==> src/fdrq_ram.sv <==
// Generic single-write, single-read synchronous RAM with registered read.
// No dependencies.
`default_nettype none
module fdrq_ram #(
  parameter int WIDTH = 8,
  parameter int DEPTH = 16
) (
  input  wire logic                     clk,
  input  wire logic                     we,
  input  wire logic [$clog2(DEPTH)-1:0] waddr,
  input  wire logic [WIDTH-1:0]         wdata,
  input  wire logic                     re,
  input  wire logic [$clog2(DEPTH)-1:0] raddr,
  output      logic [WIDTH-1:0]         rdata
);

  logic [WIDTH-1:0] mem [DEPTH];

  always_ff @(posedge clk) begin
    if (we) begin
      mem[waddr] <= wdata;
    end
    if (re) begin
      rdata <= mem[raddr];
    end
  end

endmodule
`default_nettype wire

==> config.mk <==
export PLATFORM = sky130hd
export DESIGN_NAME = fdrq_ram
export DESIGN_NICKNAME = d
export VERILOG_FILES = /design/src/fdrq_ram.sv
export SDC_FILE = /design/constraint.sdc
export NUM_CORES = 1
export LEC_CHECK = 0
export ABC_AREA = 1
export BUFFER_PORTS_ARGS = -buffer_cell sky130_fd_sc_hd__buf_2
export CAP_MARGIN = 25
export CELL_PAD_IN_SITES_DETAIL_PLACEMENT = 0
export CELL_PAD_IN_SITES_GLOBAL_PLACEMENT = 1
export CORE_ASPECT_RATIO = 0.5
export CORE_UTILIZATION = 45
export DETAILED_ROUTE_END_ITERATION = 6
export PLACE_DENSITY = 0.72
export SETUP_SLACK_MARGIN = 0.5
export SYNTH_ARGS = -nofsm -noshare
export SYNTH_HDL_FRONTEND = slang
export SYNTH_SLANG_ARGS = --single-unit
==> constraint.sdc <==
create_clock -name clk -period 2.3 [get_ports clk]
set_input_delay 0.115 -clock clk [delete_from_list [all_inputs] [get_ports clk]]
set_output_delay 0.115 -clock clk [all_outputs]
set_load 0.02 [all_outputs]
After elaboration in Yosys (flattened, before gate mapping)
Memories as Yosys holds them, arrays and structs flattened. A register that Yosys moved wholly into a read port is not among the register bits.
Cells that the tools add are included.
{"block": "totals", "regBits": 0, "ram_bits": 128, "in_bits": 19, "wordCells": 3, "mem_count": 1}
{"block": "classes", "muxes": 2}
{"name": "mem", "depth": 16, "word_bits": 8, "read_ports": 1, "rd_clocked_by_memory_dff": 1, "wr": 1, "line": "17", "rtl": "logic [WIDTH-1:0] mem [DEPTH];"}
{"cell": "1-bit two-way mux", "count": 2}

Logic depth before layout (Yosys ltp)
{"block": "logic_depth", "ltp_word": 2, "ltp_mapped": 8}

Worst setup path after synthesis
No wires, ideal clock.
{"block": "synth_path", "path_kind": "input port to flip-flop", "startpoint": "input waddr[2]", "endpoint": "memory mem[10][0] (enable)", "setup_ns": 0.370, "arrival_ns": 0.696, "required_ns": 1.930, "slack_ns": 1.234, "stages": 2, "path_cell_list": "nand3b_1 > nor2_1"}
{"item": "from (decl)", "line": "10", "rtl": "input wire logic [$clog2(DEPTH)-1:0] waddr,"}
{"item": "to (decl)", "line": "17"}
Straight into the memory's write port.

==> results summary <==
The run finished, with violations left. The final reports fail on design-rule violations. The combined area of the multi-input logic cells is roughly 1200 sq um.

Timing would allow up to between 700 and 800 MHz. The highest fanout seen on the critical path is 42. The post-synth design cell area came out at approximately 5800 sq um. The maximum VDD drop came out at about 0.0005 V.

Counting flops with a built-in enable in the synthesized netlist gives around 140. The later pin in the worst-skew pair is clocked with a latency of between 0.4 and 0.5 ns. Measured in cells, the most critical reg-to-reg path has a length of 6. The die covers 13500 sq um. Relative to the synthesized area, the layout overhead comes to 13.7%.

The number of antenna violations at the first check in global routing is 0. The worst-case clock buffer depth is 2. The post-synthesis net count is 570. The global-route layer with the greatest usage is met1. The critical path is of the primary input to flip-flop type.

The CTS tree is yes. The count of nets left with antenna violations once routing finished came out at 0. The number of top-level pins came out at 27.

Global routing consumed, on the met2 layer, roughly a third of the routing resources. The number of hold violations in the final report is 0. At the worst endpoint, the arrival time is 1.41 ns.

The placed wire-length estimate after detailed placement came out at between 8000 and 9000 um. In this run, synthesis produced a sequential element count of between 100 and 150. The routability-driven placement congestion ratio is between 0.7 and 0.8.

For this block, the routed nets add up to around 14000 um of wire. The synthesized design spends more area on one cell type than any other, namely sky130_fd_sc_hd__edfxtp_1. sky130_fd_sc_hd__nand2_1 is the most common cell in the netlist.

Averaged over all synthesized cells, the footprint is around 11 sq um. Following the worst setup path forward leads to its endpoint at rdata[0]. The post-cts resize count came out at 0. The area of the core came out at roughly 13000 sq um.

The static leakage is between 2 and 3 nW. Port buffering added 26 buffers. The net total in the final layout came out at just under 600. For this run, the detailed router's first-pass iteration total came to 7.

For the finished layout, the period the worst path requires is between 1 and 1.5 ns. Using the TritonRoute via totals, the vias-per-cell ratio works out to ~5.1. The final clock skew came out at between 0.006 and 0.007 ns. The critical-path cell with the highest stage delay is sky130_fd_sc_hd__inv_2. The worst path uses 54.4% of the clock period. The worst setup path is launched from a primary input.

The count of antenna diodes in the layout came out at 0. The total routing usage reported by global routing came out at 22.5%. The first global-routing pass estimated around 21000 um of wire. The via total after detailed routing came out at around 3800. Global routing consumed, on the met3 layer, 5.89% of the routing resources. Cells with a size suffix above 1 make up between 10% and 20% of the layout. The most numerous cell type found on the critical path is sky130_fd_sc_hd__nand3_1. The count of unresolved DRC violations after routing is 2. The total of warnings raised by yosys came out at 0. The number of max-capacitance violations reported came out at 0. The initial utilization of the core area, before any placement, comes to between 40% and 50%. In this run the critical register-to-register path is captured at rdata[4].

The area taken by flip-flops and latches is between 4000 and 5000 sq um. In this run the worst setup path begins at raddr[0]. The number of fill cells in the layout came out at between 1000 and 1500.

After synthesis, the most frequently instantiated cells are sky130_fd_sc_hd__nand2_1, sky130_fd_sc_hd__edfxtp_1, sky130_fd_sc_hd__inv_1, sky130_fd_sc_hd__nand3_1, sky130_fd_sc_hd__nor2_1. The data required time of the critical path came out at 2.46 ns. The root cell of the clock tree is sky130_fd_sc_hd__clkbuf_16.

The floorplan step set the die height to roughly 83 um. The synthesized netlist contains 11 unique library cells. The horizontal extent of the die came out at 163 um.

The total power of the final layout came out at ~5.9 mW. Yosys attributes the largest share of cell area to sky130_fd_sc_hd__edfxtp_1, sky130_fd_sc_hd__nand2_1, sky130_fd_sc_hd__nand3_1. The global-route met1 utilization came out at 33.1%.

Including well taps, the total number of placed cells is 727. The average wire per cell in the routed design came out at 18.6 um. The number of design-rule violations left by the first detailed-router iteration came out at approximately 370. Setup repair after global routing left no endpoint under its margin. In the final timing run, aggregate negative setup slack is 0 ns.

The via count of the first global-routing pass is approximately 3500. The number of cell rows is 29. The share of synthesized area in the top cell type comes to between 60% and 70%. The transition time of the tightest slew-check pin came out at ~0.8 ns. The most used flip-flop cell after synthesis is sky130_fd_sc_hd__edfxtp_1. The cell count after synthesis came out at around 550. Walking the worst path, the cells encountered are buf_2 > inv_2 > buf_12 > nand2_1 > nand3_1 > nand3_1 > nand3_1 > nand2_1. The minimum setup slack among reg-to-reg paths is approximately 1.1 ns.

Hold repair after CTS inserted 0 buffers. The total power divided by cell area is about 880 nW/um^2. The number of failing setup endpoints in the final timing report is 0.

After clock tree synthesis, the clock-pin slew on the worst setup and hold paths is roughly 0.060 ns. The clock buffer count from CTS is 17. The portion of the post-synthesis area used by sequential elements came out at 69.8%. The H-tree depth reported by CTS is 4. The max-slew violation count was 0.

The post-layout instance count excluding filler cells came out at 758. The min-delay analysis places its worst path in the category primary input to flip-flop. The headroom to the max-slew limit came out at 45.6%.

The post-CTS setup repair buffer count is 0. The async set or reset register ratio after synthesis is 0%. The clock sink count came out at ~140. The global-route congestion overflow total is 0. The maximum number of pins on one net before global-route repair came out at 65.

The nature of the critical path endpoint is a flip-flop. In this run the critical register-to-register path is launched from mem[7][4]. The peak per-stage delay on the critical path is between 0.3 and 0.4 ns.
[registers in the layout, summed over array words and instances, names as in the netlist]
| signal | flops |
|---|---|
| mem | 128 |
| rdata | 8 |
[critical path, delay by kind of cell]
family                 cells  cell delay (ns)
buffers and inverters      3             0.74
AND/OR/NAND/NOR            5             0.54
[final cells by class]
cell class	count	share of cell area (%)
clock buffer	17	6.40
clock inverter	14	2.39
inverter	102	5.76
multi-input combinational	289	18.3
sequential	136	61.4
tap	170	3.20
timing repair buffer	30	2.60
[report_power, final]
part	leakage (nW)	internal [mW]	switching (mW)
Clock	0.283	1.69	1.01
Combinational	1.32	0.0896	0.263
Sequential	1.24	2.79	0.0173
Total	2.84	4.57	1.29
[how the worst min path moves through the flow]
stage / start / endpoint / slack, ns / depth (start not counted)
floorplan: wdata[0] / mem[0][0] / 0.21 / 0
global placement: re / rdata[7] / 0.49 / 1
detailed placement: re / rdata[7] / 0.49 / 1
CTS: re / rdata[7] / 0.06 / 1
global route: re / rdata[7] / 0.06 / 1
finish: re / rdata[7] / 0.08 / 1
[metal layers]
metal	vias up	share of wire, %
met1	1859	48
met4	0	1.1
met2	130	44
li1	1833	-
met5	-	0
met3	14	6.9
[stage by stage]
stage | hold WS [ns] | setup slack, ns | area (sq um) | utilization, %
4_1_cts | 0.0626 | 1.05 | 6650 | 52.5
5_1_grt | 0.0612 | 0.907 | 6650 | 52.5
6_report | 0.0755 | 1.05 | 6650 | 52.5
2_1_floorplan | 0.214 | 1.23 | 5850 | -
3_5_place_dp | 0.485 | 0.620 | 6070 | 47.9
3_3_place_gp | 0.489 | 0.614 | 6070 | 47.9
[cell families after synthesis]
group	share of synthesized area, %
buf+inv	9.39
flops	69.8
simple gates	20.8
[placed cells by master, fill, tap and decap left out, drive strengths merged]
| cell type | instances |
|---|---|
| inv | 102 |
| nor2 | 17 |
| buf | 30 |
| clkinv | 9 |
| clkbuf | 17 |
| nand3 | 97 |
| nand3b | 2 |
| nand2 | 173 |
| clkinvlp | 2 |
| edfxtp | 136 |
| bufinv | 3 |
No activity file was read; power rests on OpenSTA's default activity.
