**config.mk**
```make
export PLATFORM = sky130hd
export DESIGN_NAME = fdrq_ctrl
export DESIGN_NICKNAME = d
export VERILOG_FILES = /design/src/fdrq_pkg.sv /design/src/fdrq_ctrl.sv
export SDC_FILE = /design/constraint.sdc
export NUM_CORES = 1
export LEC_CHECK = 0
export BUFFER_PORTS_ARGS = -buffer_cell sky130_fd_sc_hd__buf_2
export CORE_AREA = 8 8 220 222
export CTS_BUF_LIST = sky130_fd_sc_hd__clkbuf_16
export DETAILED_ROUTE_END_ITERATION = 8
export DIE_AREA = 0 0 228 230
export MAX_ROUTING_LAYER = met4
export PLACE_DENSITY = 0.68
export SYNTH_ARGS = -nofsm -noshare
export SYNTH_HDL_FRONTEND = slang
export SYNTH_SLANG_ARGS = --single-unit
```
**constraint.sdc**
```tcl
create_clock -name clk -period 6.6 [get_ports clk]
set_input_delay 1.32 -clock clk [delete_from_list [all_inputs] [get_ports clk]]
set_output_delay 1.32 -clock clk [all_outputs]
set_load 0.01 [all_outputs]
```
**src/fdrq_pkg.sv**
```systemverilog
// Shared constants, action codes and the request record for the frame
// descriptor ring queue. No dependencies.
`default_nettype none
package fdrq_pkg;

  localparam int DefSlots      = 8;
  localparam int DefSlotBytes  = 65536;
  localparam int DefMaxPackets = 16;

  localparam logic [2:0] ACT_BEGIN  = 3'd0;
  localparam logic [2:0] ACT_APPEND = 3'd1;
  localparam logic [2:0] ACT_COMMIT = 3'd2;
  localparam logic [2:0] ACT_ABORT  = 3'd3;
  localparam logic [2:0] ACT_PEEK   = 3'd4;
  localparam logic [2:0] ACT_POP    = 3'd5;

  localparam logic [31:0] CNT_MAX = 32'hFFFF_FFFF;

  // One request after the state update, waiting for the descriptor reads.
  typedef struct packed {
    logic [2:0]  action;
    logic        status;
    logic [18:0] address;
    logic [16:0] length;
    logic        index_ok;
    logic [63:0] now_time;
    logic [3:0]  depth;
    logic [31:0] overflow_count;
    logic [31:0] oversize_count;
  } pend_t;

endpackage
`default_nettype wire

```
**src/fdrq_ctrl.sv**
```systemverilog
// Queue control: ring pointers, open-frame state and drop counters, memory
// writes and reads per request, and the stage that waits for read data.
// Depends on fdrq_pkg.
`default_nettype none
module fdrq_ctrl #(
  parameter int SLOTS       = fdrq_pkg::DefSlots,
  parameter int SLOT_BYTES  = fdrq_pkg::DefSlotBytes,
  parameter int MAX_PACKETS = fdrq_pkg::DefMaxPackets,
  localparam int SW   = $clog2(SLOTS),
  localparam int CW   = $clog2(SLOTS + 1),
  localparam int WBW  = $clog2(SLOT_BYTES + 1),
  localparam int PCW  = $clog2(MAX_PACKETS + 1),
  localparam int PAW  = $clog2(SLOTS * MAX_PACKETS),
  localparam int FRW  = 64 + PCW + WBW
) (
  input  wire logic              clk,
  input  wire logic              rst,
  input  wire logic              accept,
  input  wire logic              advance,
  input  wire logic [2:0]        action,
  input  wire logic [63:0]       now_time,
  input  wire logic [15:0]       header_length,
  input  wire logic [15:0]       first_payload_length,
  input  wire logic [15:0]       second_payload_length,
  input  wire logic [3:0]        packet_index,
  output      logic              ready,
  output      logic              frame_we,
  output      logic [SW-1:0]     frame_waddr,
  output      logic [FRW-1:0]    frame_wdata,
  output      logic [SW-1:0]     frame_raddr,
  output      logic              pkt_we,
  output      logic [PAW-1:0]    pkt_waddr,
  output      logic [32:0]       pkt_wdata,
  output      logic [PAW-1:0]    pkt_raddr,
  output      logic              pend_valid,
  output      fdrq_pkg::pend_t   pend
);

  localparam int SUMW = ((WBW > 18) ? WBW : 18) + 1;

  logic [SW-1:0]  head_slot, head_slot_next;
  logic [CW-1:0]  frame_count, frame_count_next;
  logic           write_open, write_open_next;
  logic [WBW-1:0] write_bytes, write_bytes_next;
  logic [PCW-1:0] write_packet_count, write_packet_count_next;
  logic [63:0]    write_begin_time, write_begin_time_next;
  logic [31:0]    overflow_total, overflow_total_next;
  logic [31:0]    oversize_total, oversize_total_next;
  fdrq_pkg::pend_t pend_next;

  logic [SW:0]     slot_sum;
  logic [SW-1:0]   tail_slot;
  logic [17:0]     total;
  logic [SUMW-1:0] bytes_sum;
  logic            over_limit;
  logic [31:0]     base_head;
  logic [31:0]     base_write;
  logic [31:0]     pkt_w_idx;
  logic [31:0]     pkt_r_idx;

  assign ready = !pend_valid || advance;

  always_comb begin
    slot_sum   = (SW + 1)'(head_slot) + (SW + 1)'(frame_count);
    tail_slot  = (slot_sum >= (SW + 1)'(SLOTS)) ? SW'(slot_sum - (SW + 1)'(SLOTS))
                                                : SW'(slot_sum);
    total      = 18'(header_length) + 18'(first_payload_length)
               + 18'(second_payload_length);
    bytes_sum  = SUMW'(write_bytes) + SUMW'(total);
    over_limit = (write_packet_count >= PCW'(MAX_PACKETS))
              || (bytes_sum > SUMW'(SLOT_BYTES));
    base_head  = 32'(head_slot) * 32'(SLOT_BYTES);
    base_write = 32'(tail_slot) * 32'(SLOT_BYTES) + 32'(write_bytes);
    pkt_w_idx  = 32'(tail_slot) * 32'(MAX_PACKETS) + 32'(write_packet_count);
    pkt_r_idx  = 32'(head_slot) * 32'(MAX_PACKETS) + 32'(packet_index);
  end

  assign frame_waddr = tail_slot;
  assign frame_wdata = {write_begin_time, write_packet_count, write_bytes};
  assign frame_raddr = head_slot;
  assign pkt_waddr   = pkt_w_idx[PAW-1:0];
  assign pkt_wdata   = {16'(write_bytes), 17'(total)};
  assign pkt_raddr   = pkt_r_idx[PAW-1:0];

  always_comb begin
    head_slot_next          = head_slot;
    frame_count_next        = frame_count;
    write_open_next         = write_open;
    write_bytes_next        = write_bytes;
    write_packet_count_next = write_packet_count;
    write_begin_time_next   = write_begin_time;
    overflow_total_next     = overflow_total;
    oversize_total_next     = oversize_total;
    frame_we                = 1'b0;
    pkt_we                  = 1'b0;
    pend_next               = '0;
    pend_next.action        = action;
    pend_next.status        = 1'b1;
    pend_next.now_time      = now_time;
    pend_next.index_ok      = 32'(packet_index) < 32'(MAX_PACKETS);

    case (action)
      fdrq_pkg::ACT_BEGIN: begin
        write_open_next = 1'b0;
        if (frame_count == CW'(SLOTS)) begin
          if (overflow_total != fdrq_pkg::CNT_MAX) begin
            overflow_total_next = overflow_total + 32'd1;
          end
        end else begin
          write_bytes_next        = '0;
          write_packet_count_next = '0;
          write_begin_time_next   = now_time;
          write_open_next         = 1'b1;
          pend_next.status        = 1'b0;
        end
      end
      fdrq_pkg::ACT_APPEND: begin
        if (write_open && header_length != 16'd0) begin
          if (over_limit) begin
            // drop the whole frame
            write_open_next = 1'b0;
            if (oversize_total != fdrq_pkg::CNT_MAX) begin
              oversize_total_next = oversize_total + 32'd1;
            end
          end else begin
            pkt_we                  = accept;
            pend_next.address       = base_write[18:0];
            pend_next.length        = 17'(total);
            write_bytes_next        = WBW'(bytes_sum);
            write_packet_count_next = write_packet_count + PCW'(1);
            pend_next.status        = 1'b0;
          end
        end
      end
      fdrq_pkg::ACT_COMMIT: begin
        if (write_open && write_packet_count != '0) begin
          frame_we         = accept;
          frame_count_next = frame_count + CW'(1);
          pend_next.status = 1'b0;
        end
        write_open_next = 1'b0;
      end
      fdrq_pkg::ACT_ABORT: begin
        write_open_next  = 1'b0;
        pend_next.status = 1'b0;
      end
      fdrq_pkg::ACT_PEEK: begin
        if (frame_count != '0) begin
          pend_next.address = base_head[18:0];
          pend_next.status  = 1'b0;
        end
      end
      fdrq_pkg::ACT_POP: begin
        if (frame_count != '0) begin
          head_slot_next   = (head_slot == SW'(SLOTS - 1)) ? '0 : head_slot + SW'(1);
          frame_count_next = frame_count - CW'(1);
          pend_next.status = 1'b0;
        end
      end
      default: begin
      end
    endcase

    pend_next.depth          = 4'(frame_count_next);
    pend_next.overflow_count = overflow_total_next;
    pend_next.oversize_count = oversize_total_next;
  end

  always_ff @(posedge clk) begin
    if (rst) begin
      head_slot          <= '0;
      frame_count        <= '0;
      write_open         <= 1'b0;
      write_bytes        <= '0;
      write_packet_count <= '0;
      write_begin_time   <= '0;
      overflow_total     <= '0;
      oversize_total     <= '0;
      pend_valid         <= 1'b0;
    end else begin
      if (accept) begin
        head_slot          <= head_slot_next;
        frame_count        <= frame_count_next;
        write_open         <= write_open_next;
        write_bytes        <= write_bytes_next;
        write_packet_count <= write_packet_count_next;
        write_begin_time   <= write_begin_time_next;
        overflow_total     <= overflow_total_next;
        oversize_total     <= oversize_total_next;
        pend_valid         <= 1'b1;
      end else if (advance) begin
        pend_valid <= 1'b0;
      end
    end
  end

  always_ff @(posedge clk) begin
    if (accept) begin
      pend <= pend_next;
    end
  end

`ifndef ASSERT_OFF
  a_count_bound: assert property (@(posedge clk) disable iff (rst)
    frame_count <= CW'(SLOTS))
    else $error("frame count exceeds ring size");

  a_bytes_bound: assert property (@(posedge clk) disable iff (rst)
    write_bytes <= WBW'(SLOT_BYTES) && write_packet_count <= PCW'(MAX_PACKETS))
    else $error("open frame exceeds slot limits");

  a_pop_step: assert property (@(posedge clk) disable iff (rst)
    accept && action == fdrq_pkg::ACT_POP && frame_count != '0
      |=> frame_count == $past(frame_count) - CW'(1))
    else $error("pop did not retire one frame");

  a_accept_ready: assert property (@(posedge clk) disable iff (rst)
    accept |-> ready)
    else $error("request taken while stage busy");
`endif

endmodule
`default_nettype wire

```
Word level (Yosys, flattened, before mapping). Index checks and enable logic that the tools add are counted.

Add/subtract/negate cells: 14. $lt $le $gt $ge: 3. Equality and inequality tests: 13. Muxes and demuxes: 39. Bitwise logic cells: 3. Reductions and logical operators: 18.

Operators by type and width (count): 32-bit two-way mux (7); 37-bit two-way mux (2); 32-bit by 1-bit adder with 32-bit output (second input constant) (2); 32-bit inequality test (second input constant) (2); 17-bit two-way mux (3); 19-bit case mux with 2 select lines (1); 17-bit case mux with 2 select lines (1); 20-bit two-way mux (1); 17-bit by 18-bit adder with 19-bit output (1); 19-bit by 17-bit adder with 19-bit output (1); 19-bit by 17-bit > comparator with 1-bit output (second input constant) (1); 17-bit by 16-bit adder with 18-bit output (1); 16-bit by 16-bit adder with 17-bit output (1); 16-bit nonzero test (1); 5-bit two-way mux (3); 1-bit two-way mux (13); 5-bit case mux with 2 select lines (1); 3-bit == test (second input constant) (3); 4-bit two-way mux (2); 2-bit inequality test (second input constant) (4); 4-bit case mux with 2 select lines (1); 7-bit by 4-bit adder with 7-bit output (1); 7-bit by 5-bit adder with 7-bit output (1); 3-bit by 2-bit == test with 1-bit output (second input constant) (2); 27 further kinds (34).

Register bits: 331. Bits of input ports: 123. Output and inout bits: 316.

Longest topological paths before layout.
Depth after elaboration: 8. Depth in mapped cells: 25.

Least setup slack after synthesis. OpenSTA, ideal clock, no wires.

Path kind: in2out. Start: input port header_length[1]. End: output port pkt_we. Arrival: 5419 ps. Setup slack: -139 ps. Stages on the path: 21. Path buffers: 0. Cells stage by stage: inv_1 fa_1 inv_1 ha_1 fa_1 a211oi_2 o21a_1 nor3_1 and2_1 o21ai_0 nand2b_1 xor2_1 ha_1 a21o_1 nor4b_1 o21a_1 a2111o_1 nand4_1 o32ai_1 nand3_1 inv_2.

Cells in the longest elaborated chain, start to end: 8. Elaborated cells between the ends (all ways): 10. Those cells by class: 3 x add/sub; 1 x order compare; 3 x mux; 3 x reduce/logical.

Ends and longest elaborated chain: start, declared (RTL line fdrq_ctrl.sv:22) `input wire logic [15:0] header_length,`; 16-bit by 16-bit adder with 17-bit output (RTL line fdrq_ctrl.sv:67) `total = 18'(header_length) + 18'(first_payload_length)`; 17-bit by 16-bit adder with 18-bit output (RTL line fdrq_ctrl.sv:68) `+ 18'(second_payload_length);`; via pkt_wdata[11] (RTL line fdrq_ctrl.sv:33) `output logic [32:0] pkt_wdata,`; 17-bit by 18-bit adder with 19-bit output (RTL line fdrq_ctrl.sv:69) `bytes_sum = SUMW'(write_bytes) + SUMW'(total);`; 19-bit by 17-bit > comparator with 1-bit output (RTL line fdrq_ctrl.sv:71) `|| (bytes_sum > SUMW'(SLOT_BYTES));`; 1-bit logical OR (RTL line fdrq_ctrl.sv:71); 1-bit two-way mux (RTL line fdrq_ctrl.sv:119) `if (over_limit) begin`; 1-bit two-way mux (RTL line fdrq_ctrl.sv:118) `if (write_open && header_length != 16'd0) begin`; 1-bit two-way mux (RTL line fdrq_ctrl.sv:102) `case (action)`; end, declared (RTL line fdrq_ctrl.sv:31) `output logic pkt_we,`.

The timed path passes the listed nets, and every way through them passes these cells.

Worst setup path after layout.
Start: input port header_length[1]. End: output port pkt_we.

Cells in the longest elaborated chain, start to end: 8. Elaborated cells between the ends (all ways): 10. Those cells by class: 3 x add/sub; 1 x order compare; 3 x mux; 3 x reduce/logical.

Ends and longest elaborated chain (RTL line): 16-bit by 16-bit adder with 17-bit output (fdrq_ctrl.sv:67); 17-bit by 16-bit adder with 18-bit output (fdrq_ctrl.sv:68); 17-bit by 18-bit adder with 19-bit output (fdrq_ctrl.sv:69); 19-bit by 17-bit > comparator with 1-bit output (fdrq_ctrl.sv:71); 1-bit logical OR (fdrq_ctrl.sv:71); 1-bit two-way mux (fdrq_ctrl.sv:119); 1-bit two-way mux (*) (fdrq_ctrl.sv:118); 1-bit two-way mux (*) (fdrq_ctrl.sv:102).

Mark *: on every way between the ends. The rest lies on a longest branch, timed or not.

==> results_dict.tcl <==
set metrics [dict create \
    initial_utilization_pct 34.6 \
    instances_no_fill 2597 \
    p_int_mw 3.93 \
    cp_common_cell "buf_6" \
    path_cells "buf_8 > inv_4 > fa_1 > inv_1 > ha_2 > buf_6 > fa_2 > a211oi_4 > o21a_1 > nor3_4 > and2_4 > a41o_1 > xor2_2 > ha_1 > nor2b_1 > o21ai_1 > nor3b_2 > a2111o_1 > nand4_1 > o32ai_2 > nand3_1 > inv_2 > buf_6" \
    crit_required_ns 5.28 \
    drt.antenna.violating_nets 0 \
    cts.sinks 331 \
    hold_viol_final 0 \
    num_vias 13200 \
    synthCells 1481 \
    async_reset_ff_share_pct 0 \
    leakagePower_nw 8.58 \
    arrival_ns 5.71 \
    synth_top_cell_area_share_pct 33.3 \
    setup_viol 1 \
    cts_root_buffer "clkbuf_16" \
    combPwrFrac_pct 22.8 \
    p_per_area_mw_per_mm2 272 \
    min_period_ns 7.03 \
    synth-main-ff-cell "edfxtp_1" \
    row_count 78 \
    cp-start-kind "primary input" \
    drc 0 \
    slowest_delay_ns 0.52 \
    dp_hpwl_um 37500 \
    drv_cap 0 \
    io_pins 439 \
    cts_hold_buf 0 \
    synth-seq-cells 331 \
    grt_pass1_wl_um 77100 \
    period_share_pct 106 \
    crit_path_max_fanout 3 \
    cts_tree "yes" \
    status "finished, violations left" \
    hp-class "register to register" \
    die-area_mm2 0.0524 \
    yosysSeqAreaShare_pct 53.8 \
    drive_above_1_share_pct 33.6 \
    viasPerCell 5.08 \
    htree_levels 2 \
    die_w_um 228 \
    syn_nets 1669 \
    swShare_pct 28.9 \
    slowest_stage "fa_1" \
    drt_wl_total_um 50200 \
    setup.worst_path.class "primary input to output pin" \
    skew_ns 0.0208 \
    drt_iter0_drc 916 \
    die_y_um 230 \
    dp_slack_ns -0.712 \
    grt_pass1_vias 13600 \
    seqPwrFrac_pct 41.2 \
    finalWorstSetupSlack_ns -0.427 \
    netlist_area_mm2 0.0155 \
    gp_routability_congestion 0.890 \
    ys_types 84 \
    vdd.ir_drop.worst_v 0.000192 \
    clk_path_buf_depth 3 \
    switchingPower_mw 1.59 \
    final-seq-area_mm2 0.00835 \
    grt_max_degree 88 \
    core-area_mm2 0.0449 \
    endpoint_kind "output pin" \
    yosys.area.top_type "edfxtp_1" \
    antenna_found_initial 3 \
    clk_pin_slew_worst_paths_ns 0.06 \
    rsz0062_at_grt "true" \
    worst_pin_slew_ns 0.963 \
    slew_headroom_pct 35.8 \
    synth.top_cells.by_count "nand2_1 (223), edfxtp_1 (172), dfxtp_1 (159)" \
    port_buffers 429 \
    placed_cells 2509 \
    fin_nets 2153 \
    multiInputGateArea_mm2 0.00678 \
    fmax_mhz 142 \
    synth_edf_count 172 \
    clock_latency_ns 0.55 \
    synth_most_common_cell "nand2_1" \
    grt_usage_pct 18.8 \
    wl_per_cell_um 19.3 \
    cts_buffers 38 \
    violations "setup timing" \
    area_growth_pct 30.9 \
    yosys_warnings 0 \
    dr.pass1.iters 6 \
    grt_overflow 0 \
    fillers 4215 \
    p_clk_share_pct 36.1 \
    slew_violations 0 \
    avgSynthCellArea_um2 10.5 \
    synthTopCellsByArea "edfxtp_1 (33%), dfxtp_1 (21%), nand2_1 (5.4%)" \
    whs_ns 0.451 \
]
## metrics by stage
| step | utilization (%) | setup TNS [ns] | area, um2 | total power, mW |
|---|---|---|---|---|
| after floorplan | - | 0 | 15600 | 2.90 |
| after global placement | 41.8 | -2.16 | 18800 | 3.46 |
| after detailed placement | 41.8 | -16.70 | 18800 | 3.48 |
| after CTS | 44.9 | -3.14 | 20100 | 5.54 |
| after global routing | 45.3 | -0.637 | 20300 | 5.78 |
| final | 45.3 | -0.427 | 20300 | 5.53 |
## per-layer routing
| metal | vias up | global-route usage (%) | wire, um |
|---|---|---|---|
| met1 | 6349 | 21.6 | 20800 |
| met2 | 572 | 31.3 | 23800 |
| li1 | 6195 | - | - |
| met3 | 84 | 5.44 | 4000 |
| met5 | - | - | 0 |
| met4 | 0 | 6.36 | 1560 |
## what timing repair did
item                       CTS  global route
hold endpoints to repair     0             0
gates resized for setup     29            20
pin swaps                   33            26
gates cloned                 0             2
setup endpoints to repair    1            92
setup buffers               12             8
## power by group through the flow
stage / clock network [mW] / registers, mW / logic (mW)
floorplan: 0 / 2.36 / 0.543
global placement: 0 / 2.32 / 1.14
detailed placement: 0 / 2.32 / 1.16
CTS: 2.05 / 2.28 / 1.21
global route: 2.13 / 2.28 / 1.36
finish: 1.99 / 2.28 / 1.26
## final cells by class
type	instances	share of cell area [%]
diodes	2	0.0246
clock buffers	38	4.68
clock inverters	32	1.10
inverters	29	0.548
multi-input cells	1022	33.3
flip-flops and latches	331	41.1
well taps	600	3.69
repair buffers	543	15.6
## critical path: cells and delay by family
kind | cells | cell delay [ns]
adders and majority gates | 4 | 1.42
AOI/OAI and AO/OA | 6 | 1.33
and+or+nand+nor | 6 | 0.98
buffers and inverters | 6 | 0.48
xor gates and xnor gates | 1 | 0.17
## cells in the final DEF (no fill, tap or decap), types with 10 or more instances in the layout
| cell type | count |
|---|---|
| xnor2_1 | 57 |
| nor3_1 | 23 |
| or3_1 | 15 |
| a21oi_1 | 120 |
| inv_1 | 28 |
| nand3_1 | 58 |
| buf_2 | 424 |
| and3_1 | 13 |
| buf_4 | 104 |
| a21o_1 | 10 |
| nor2_1 | 82 |
| dfxtp_1 | 159 |
| clkbuf_16 | 40 |
| or4_1 | 11 |
| o31ai_1 | 22 |
| and2_1 | 38 |
| nor4_1 | 12 |
| nand4_1 | 31 |
| ha_1 | 42 |
| o21ai_0 | 29 |
| xor2_1 | 63 |
| edfxtp_1 | 172 |
| fa_1 | 18 |
| nand2_1 | 223 |
## registers in the layout, indices dropped and copies added (netlist names)
register and flops:
write_begin_time 64, frame_count 4, overflow_total 32, pend 172, write_open 1, frame_raddr 3
write_packet_count 5, pend_valid 1, write_bytes 17, oversize_total 32
## cells by family after synthesis
family | after synthesis | share of synthesized area (%)
flops | 331 | 53.8
simple gates | 568 | 17.9
buf+inv | 128 | 3.97
fa+ha+maj | 65 | 6.16
other cells | 1 | 0.0242
compound gates | 253 | 10.4
xor+xnor | 126 | 7.11
mux | 9 | 0.629
## path summary, 6_finish.rpt
path | from | endpoint | slack, ns | cells past startpoint
setup / recovery | header_length[1] | pkt_we | -0.43 | 23
hold / removal | write_begin_time[58] | write_begin_time[58] | 0.45 | 2
hold reg to reg | write_begin_time[58] | write_begin_time[58] | 0.45 | 2
setup reg to reg | write_bytes[0] | pend[23] | 2.31 | 18
Power figures use the tool's default switching activity.
